[config.mk]
export PLATFORM = sky130hd
export DESIGN_NAME = iptl_ctrl
export DESIGN_NICKNAME = d
export VERILOG_FILES = /design/src/rtl/iptl_pkg.sv /design/src/rtl/iptl_ctrl.sv
export SDC_FILE = /design/constraint.sdc
export NUM_CORES = 1
export LEC_CHECK = 0
export BUFFER_PORTS_ARGS = -buffer_cell sky130_fd_sc_hd__buf_2
export CORE_AREA = 10 10 47 49
export CTS_CLUSTER_DIAMETER = 80
export DETAILED_ROUTE_END_ITERATION = 6
export DIE_AREA = 0 0 57 59
export GPL_TIMING_DRIVEN = 0
export PLACE_DENSITY = 0.44
export SLEW_MARGIN = 20
export SYNTH_ARGS = -nofsm -noshare
export SYNTH_HDL_FRONTEND = slang
export SYNTH_SLANG_ARGS = --single-unit
[constraint.sdc]
create_clock -name aclk -period 2.25 [get_ports aclk]
set_input_delay 0.3375 -clock aclk [delete_from_list [all_inputs] [get_ports aclk]]
set_output_delay 0.3375 -clock aclk [all_outputs]
set_load 0.005 [all_outputs]
[src/rtl/iptl_pkg.sv]
// Shared types, constants and code-set functions for the position table lookup.
package iptl_pkg;

    localparam int TABLE_DEPTH = 65536;
    localparam int POS_BITS    = 40;
    localparam int ADDR_BITS   = $clog2(TABLE_DEPTH);
    localparam int CNT_BITS    = $clog2(TABLE_DEPTH + 1);
    localparam int OUT_BITS    = POS_BITS + 1;
    localparam int CHAR_BITS   = 7;
    localparam int ENTRY_BITS  = POS_BITS + CHAR_BITS;

    // ASCII letters used by the code-set decode
    localparam logic [CHAR_BITS-1:0] ASC_LA = 7'h61;
    localparam logic [CHAR_BITS-1:0] ASC_LZ = 7'h7A;
    localparam logic [CHAR_BITS-1:0] ASC_A  = 7'h41;
    localparam logic [CHAR_BITS-1:0] ASC_B  = 7'h42;
    localparam logic [CHAR_BITS-1:0] ASC_C  = 7'h43;
    localparam logic [CHAR_BITS-1:0] ASC_D  = 7'h44;
    localparam logic [CHAR_BITS-1:0] ASC_G  = 7'h47;
    localparam logic [CHAR_BITS-1:0] ASC_H  = 7'h48;
    localparam logic [CHAR_BITS-1:0] ASC_K  = 7'h4B;
    localparam logic [CHAR_BITS-1:0] ASC_M  = 7'h4D;
    localparam logic [CHAR_BITS-1:0] ASC_R  = 7'h52;
    localparam logic [CHAR_BITS-1:0] ASC_S  = 7'h53;
    localparam logic [CHAR_BITS-1:0] ASC_T  = 7'h54;
    localparam logic [CHAR_BITS-1:0] ASC_V  = 7'h56;
    localparam logic [CHAR_BITS-1:0] ASC_W  = 7'h57;
    localparam logic [CHAR_BITS-1:0] ASC_Y  = 7'h59;

    localparam logic [CHAR_BITS-1:0] CASE_OFFSET = 7'd32;

    // base set bits
    localparam logic [3:0] BS_A = 4'b0001;
    localparam logic [3:0] BS_C = 4'b0010;
    localparam logic [3:0] BS_G = 4'b0100;
    localparam logic [3:0] BS_T = 4'b1000;

    typedef enum logic [1:0] {
        CMD_CLEAR = 2'd0,
        CMD_LOAD  = 2'd1,
        CMD_QUERY = 2'd2
    } cmd_t;

    typedef enum logic [2:0] {
        ST_IDLE,
        ST_SRCH_RD,
        ST_SRCH_CMP,
        ST_PREV_RD,
        ST_NEXT_RD,
        ST_FINISH
    } state_t;

    typedef struct packed {
        logic take;
        logic search_rd;
        logic search_cmp;
        logic prev_rd;
        logic next_rd;
        logic out_load;
    } ctrl_cmd_t;

    typedef struct packed {
        logic search_done;
    } dp_stat_t;

    function automatic logic [CHAR_BITS-1:0] upcase(input logic [CHAR_BITS-1:0] c);
        logic [CHAR_BITS-1:0] v;
        v = c;
        if (c inside {[ASC_LA:ASC_LZ]}) begin
            v = c - CASE_OFFSET;
        end
        return v;
    endfunction

    function automatic logic [3:0] base_bit(input logic [CHAR_BITS-1:0] b);
        logic [3:0] r;
        case (upcase(b))
            ASC_A:   r = BS_A;
            ASC_C:   r = BS_C;
            ASC_G:   r = BS_G;
            ASC_T:   r = BS_T;
            default: r = 4'b0000;
        endcase
        return r;
    endfunction

    function automatic logic [3:0] code_set(input logic [CHAR_BITS-1:0] c);
        logic [3:0] r;
        case (upcase(c))
            ASC_R:   r = BS_A | BS_G;
            ASC_Y:   r = BS_C | BS_T;
            ASC_S:   r = BS_C | BS_G;
            ASC_W:   r = BS_A | BS_T;
            ASC_K:   r = BS_T | BS_G;
            ASC_M:   r = BS_A | BS_C;
            ASC_B:   r = BS_C | BS_G | BS_T;
            ASC_D:   r = BS_A | BS_G | BS_T;
            ASC_H:   r = BS_A | BS_C | BS_T;
            ASC_V:   r = BS_A | BS_C | BS_G;
            default: r = 4'b0000;
        endcase
        return r;
    endfunction

endpackage

[src/rtl/iptl_ctrl.sv]
// Controller state machine: sequences accept, search steps, neighbor reads and result hand-off.
module iptl_ctrl (
    input  logic                 aclk,
    input  logic                 aresetn,
    input  logic                 s_valid,
    output logic                 s_ready,
    input  logic [1:0]           s_cmd,
    output logic                 m_valid,
    input  logic                 m_ready,
    output iptl_pkg::ctrl_cmd_t  ctrl_cmd,
    input  iptl_pkg::dp_stat_t   dp_stat
);
    import iptl_pkg::*;

    state_t state_reg, state_next;
    logic   m_valid_reg, m_valid_next;

    always_ff @(posedge aclk) begin
        if (!aresetn) begin
            state_reg   <= ST_IDLE;
            m_valid_reg <= 1'b0;
        end else begin
            state_reg   <= state_next;
            m_valid_reg <= m_valid_next;
        end
    end

    always_comb begin
        state_next   = state_reg;
        ctrl_cmd     = '0;
        s_ready      = 1'b0;
        // drop the held result once it is taken
        m_valid_next = m_valid_reg & ~m_ready;
        case (state_reg)
            ST_IDLE: begin
                s_ready = 1'b1;
                if (s_valid) begin
                    ctrl_cmd.take = 1'b1;
                    state_next = (s_cmd == CMD_QUERY) ? ST_SRCH_RD : ST_FINISH;
                end
            end
            ST_SRCH_RD: begin
                if (dp_stat.search_done) begin
                    state_next = ST_PREV_RD;
                end else begin
                    ctrl_cmd.search_rd = 1'b1;
                    state_next = ST_SRCH_CMP;
                end
            end
            ST_SRCH_CMP: begin
                ctrl_cmd.search_cmp = 1'b1;
                state_next = ST_SRCH_RD;
            end
            ST_PREV_RD: begin
                ctrl_cmd.prev_rd = 1'b1;
                state_next = ST_NEXT_RD;
            end
            ST_NEXT_RD: begin
                ctrl_cmd.next_rd = 1'b1;
                state_next = ST_FINISH;
            end
            ST_FINISH: begin
                // hold until the output register is free
                if (!m_valid_reg || m_ready) begin
                    ctrl_cmd.out_load = 1'b1;
                    m_valid_next = 1'b1;
                    state_next = ST_IDLE;
                end
            end
            default: begin
                state_next = ST_IDLE;
            end
        endcase
    end

    assign m_valid = m_valid_reg;

endmodule

* Word-level counts from Yosys, hierarchy flattened
Cells that the tools add are included.
** Word-level totals
- Register bits after elaboration :: 4
- Bits of input ports :: 7
- Output and inout bits :: 8
- Word-level logic and storage cells :: 33
** Operators by class
- Reductions and logical operators :: 4
- Mux-type cells :: 17
- Equal/unequal tests :: 8
- Bitwise gates (word level) :: 2
** Operators with widths (count)
- 3-bit one-hot mux with 6 select lines :: 1
- 1-bit two-way mux :: 13
- 3-bit two-way mux :: 3
- 3-bit by 2-bit == test with 1-bit output (second input constant) :: 2
- 3-bit == test (second input constant) :: 2
- 2-bit != test (second input constant) :: 2
- 3-bit by 1-bit == test with 1-bit output (second input constant) :: 1
- 3-bit logical NOT :: 1
- 2-bit == test (second input constant) :: 1
- 2-bit AND reduction :: 1
- 1-bit bitwise AND :: 1
- 1-bit logical NOT :: 1
- 1-bit logical OR :: 1
- 1-bit inverter :: 1

* Logic depth before layout (Yosys ltp)
- Depth after elaboration :: 4
- Gate-level depth with buffers :: 4
- Mapped depth without buffers :: 3

* Worst setup path after synthesis
Ideal clock, no wire load.
- Kind :: flip-flop to output port
- From :: register state_reg[2]
- To :: output ctrl_cmd[5] (netlist bit)
- Cell stages (with the launch flop) :: 4
- Path buffers :: 1
- Path slack :: 1056 ps
- Data arrival time :: 856 ps
- Data required time :: 1913 ps
- Cells stage by stage :: dfxtp_1 buf_4 nor3_1 and2_1
** RTL lines
- start, declared :: RTL line iptl_ctrl.sv:15 : state_t state_reg, state_next;
- start signal, assigned :: RTL line iptl_ctrl.sv:23 : state_reg <= state_next;
- end, declared :: RTL line iptl_ctrl.sv:10 : output iptl_pkg::ctrl_cmd_t ctrl_cmd,

==> impl_metrics.env <==
export IMPL_slew_headroom_pct=84.3
export IMPL_cts_resized=0
export IMPL_place_gp_congestion=0.678
export IMPL_drive_gt1_share_pct=42.6
export IMPL_pre_cts_ws_ps=998
export IMPL_ios=15
export IMPL_fp_dieH_um=59
export IMPL_cp_endpoint="ctrl_cmd[5]"
export IMPL_clock_fmax_mhz=672
export IMPL_tightest_slew_ps=233
export IMPL_synth_flop_cell="dfxtp_1"
export IMPL_finalSetupTns_ps=0
export IMPL_p_comb_share_pct=33.0
export IMPL_met1_usage_pct=5.33
export IMPL_critical_path_required_ps=1910
export IMPL_tritoncts="yes"
export IMPL_path_class="flip-flop to output pin"
export IMPL_nNetsFinal=56
export IMPL_vdd_drop_max_mv=0.398
export IMPL_final_area_um2=372
export IMPL_slowest_stage="dfxtp_1"
export IMPL_synthToLayoutAreaGrowth_pct=43.5
export IMPL_cts_max_path_buffers=2
export IMPL_switching_share_pct=28.6
export IMPL_fill_cells=161
export IMPL_cts_buffers=3
export IMPL_initial_core_util_pct=18.5
export IMPL_holdWs_ps=374
export IMPL_synth_top_cell_by_area="dfxtp_1"
export IMPL_cts_sinks=4
export IMPL_syn_area_um2=259
export IMPL_n_antenna_cell=0
export IMPL_min_period_ps=1490
export IMPL_avgSynthCellArea_um2=8.63
export IMPL_portBuffers=14
export IMPL_die_area_mm2=0.00336
export IMPL_setup_ws_ps=763
export IMPL_largest_reg_flops=3
export IMPL_grt_overflow=0
export IMPL_die_x_um=57
export IMPL_final_period_utilization_pct=66.1
export IMPL_synth_area_top_cells="dfxtp_1, nor3b_1, a21boi_0"
export IMPL_clkPwrFrac_pct=34.2
export IMPL_grt_antenna_before_repair=0
export IMPL_r2r_start="state_reg[0]"
export IMPL_routed_wirelength_um=719
export IMPL_ctsHtreeMaxLevel=1
export IMPL_rr_worst_depth=4
export IMPL_yosysTopAreaCellShare_pct=30.9
export IMPL_worstPathArrival_ps=1150
export IMPL_end_kind="output pin"
export IMPL_sequentialPowerShare_pct=32.8
export IMPL_cp_depth=4
export IMPL_maxCapViolCount=0
export IMPL_grt_first_pass_wirelength_um=1210
export IMPL_grt_max_degree=11
export IMPL_fp_row_count=14
export IMPL_grt_use_total_pct=4.71
export IMPL_crit_chain="buf_4, nor3_1, and2_1, buf_2"
export IMPL_dpl_cell_area_um2=349
export IMPL_post_cts_buffers=0
export IMPL_critPathTopFamily="simple AND/OR/NAND/NOR gates"
export IMPL_rsz0062_at_grt="false"
export IMPL_drc=0
export IMPL_path_buf_inv=2
export IMPL_clk_latency_ps=230
export IMPL_busiest_layer="met2"
export IMPL_wl_per_cell_um=11.4
export IMPL_yosysSeqAreaShare_pct=30.9
export IMPL_drt_pass1_iterations=2
export IMPL_synth_edf_count=0
export IMPL_vias_per_cell=4.17
export IMPL_cp_max_fo=10
export IMPL_ys_ff_latch=4
export IMPL_worst_clock_skew_ps=0.336
export IMPL_synth_cell_type_count=21
export IMPL_internal_power_uw=183
export IMPL_final_setup_viol_count=0
export IMPL_p_leak_nw=0.182
export IMPL_grt_pass1_vias=285
export IMPL_grtUsageMet2_pct=5.74
export IMPL_layout_common_cells="buf_2, dfxtp_1, nor3b_1, clkbuf_4"
export IMPL_ant_nets=0
export IMPL_gr_usage_met3_pct=5.15
export IMPL_vias=263
export IMPL_r2r_end="state_reg[0]"
export IMPL_mostFrequentLayoutCell="buf_2"
export IMPL_critPathLaunchType="flip-flop"
export IMPL_cts_hold_buffers=0
export IMPL_hold_path_class="input pin to flip-flop"
export IMPL_drtIter0Drc=3
export IMPL_drv_slew=0
export IMPL_power_switching_uw=73.4
export IMPL_status="finished clean"
export IMPL_place_hpwl_um=578
export IMPL_synthCells=30
export IMPL_hold_violations=0
export IMPL_power_density_mw_per_mm2=689
export IMPL_max_stage_delay_ps=310
export IMPL_syn_nets=37
export IMPL_ys_warn_count=0
export IMPL_clockRootBuffer="clkbuf_4"
export IMPL_clk_pin_slew_ps=40
export IMPL_startpoint="state_reg[2]"
export IMPL_r2r_setup_slack_ps=1100
export IMPL_core_area_mm2=0.00140
export IMPL_async_reset_ff_share_pct=0
==> worst min path at each step <==
stage               startpoint  depth (start not counted)  slack [ps]           end
detailed placement     m_valid                          2         520       m_valid
floorplan              aresetn                          2         470  state_reg[0]
CTS                    aresetn                          2         370  state_reg[2]
finish                 aresetn                          2         370  state_reg[2]
global placement       m_valid                          2         520       m_valid
global route           aresetn                          2         370  state_reg[2]
==> layer usage <==
layer | wire [um] | share of wire [%]
met2 | 271 | 38
met5 | 0 | 0
met4 | 0 | 0
met1 | 357 | 50
met3 | 91 | 13
==> per-stage QoR <==
step	power (mW)	util [%]	instances
finish	0.256	26.5	63
global route	0.281	26.5	63
CTS	0.263	26.5	63
detailed placement	0.171	24.9	60
global placement	0.172	24.9	60
floorplan	0.140	-	30
==> synth_stat cells (2+ instances only) <==
cell / count
dfxtp_1: 4
nor3b_1: 3
a21boi_0: 2
buf_4: 2
nand2b_1: 2
o21ai_0: 2
==> power by group through the flow <==
stage | clock [mW] | sequential, mW | combinational, mW
2_1_floorplan | 0 | 0.0843 | 0.0554
3_3_place_gp | 0 | 0.0852 | 0.0869
5_1_grt | 0.0996 | 0.0851 | 0.0964
6_report | 0.0877 | 0.0839 | 0.0845
4_1_cts | 0.0926 | 0.0842 | 0.0857
3_5_place_dp | 0 | 0.0853 | 0.0853
==> area by class of cell <==
class	count	area (um2)	share of cell area (%)
inverter	1	3.75	1.01
sequential	4	80.1	21.5
clock buffer	3	22.5	6.06
buffer	3	26.3	7.07
timing repair buffer	14	70.1	18.9
multi-input combinational	22	149	40.1
tap	16	20.0	5.39
==> logic make-up (layout without fill, tap and decap cells) <==
logic type             count (synthesis)  after routing  share of synthesized area [%]
DFF                                    4              4                           30.9
muxes                                  1              1                           3.86
AOI/OAI and AO/OA                      6              6                           15.5
and+or+nand+nor                       15             15                           38.2
buffers and inverters                  4             21                           11.6
(Power assumes the default switching activity.)
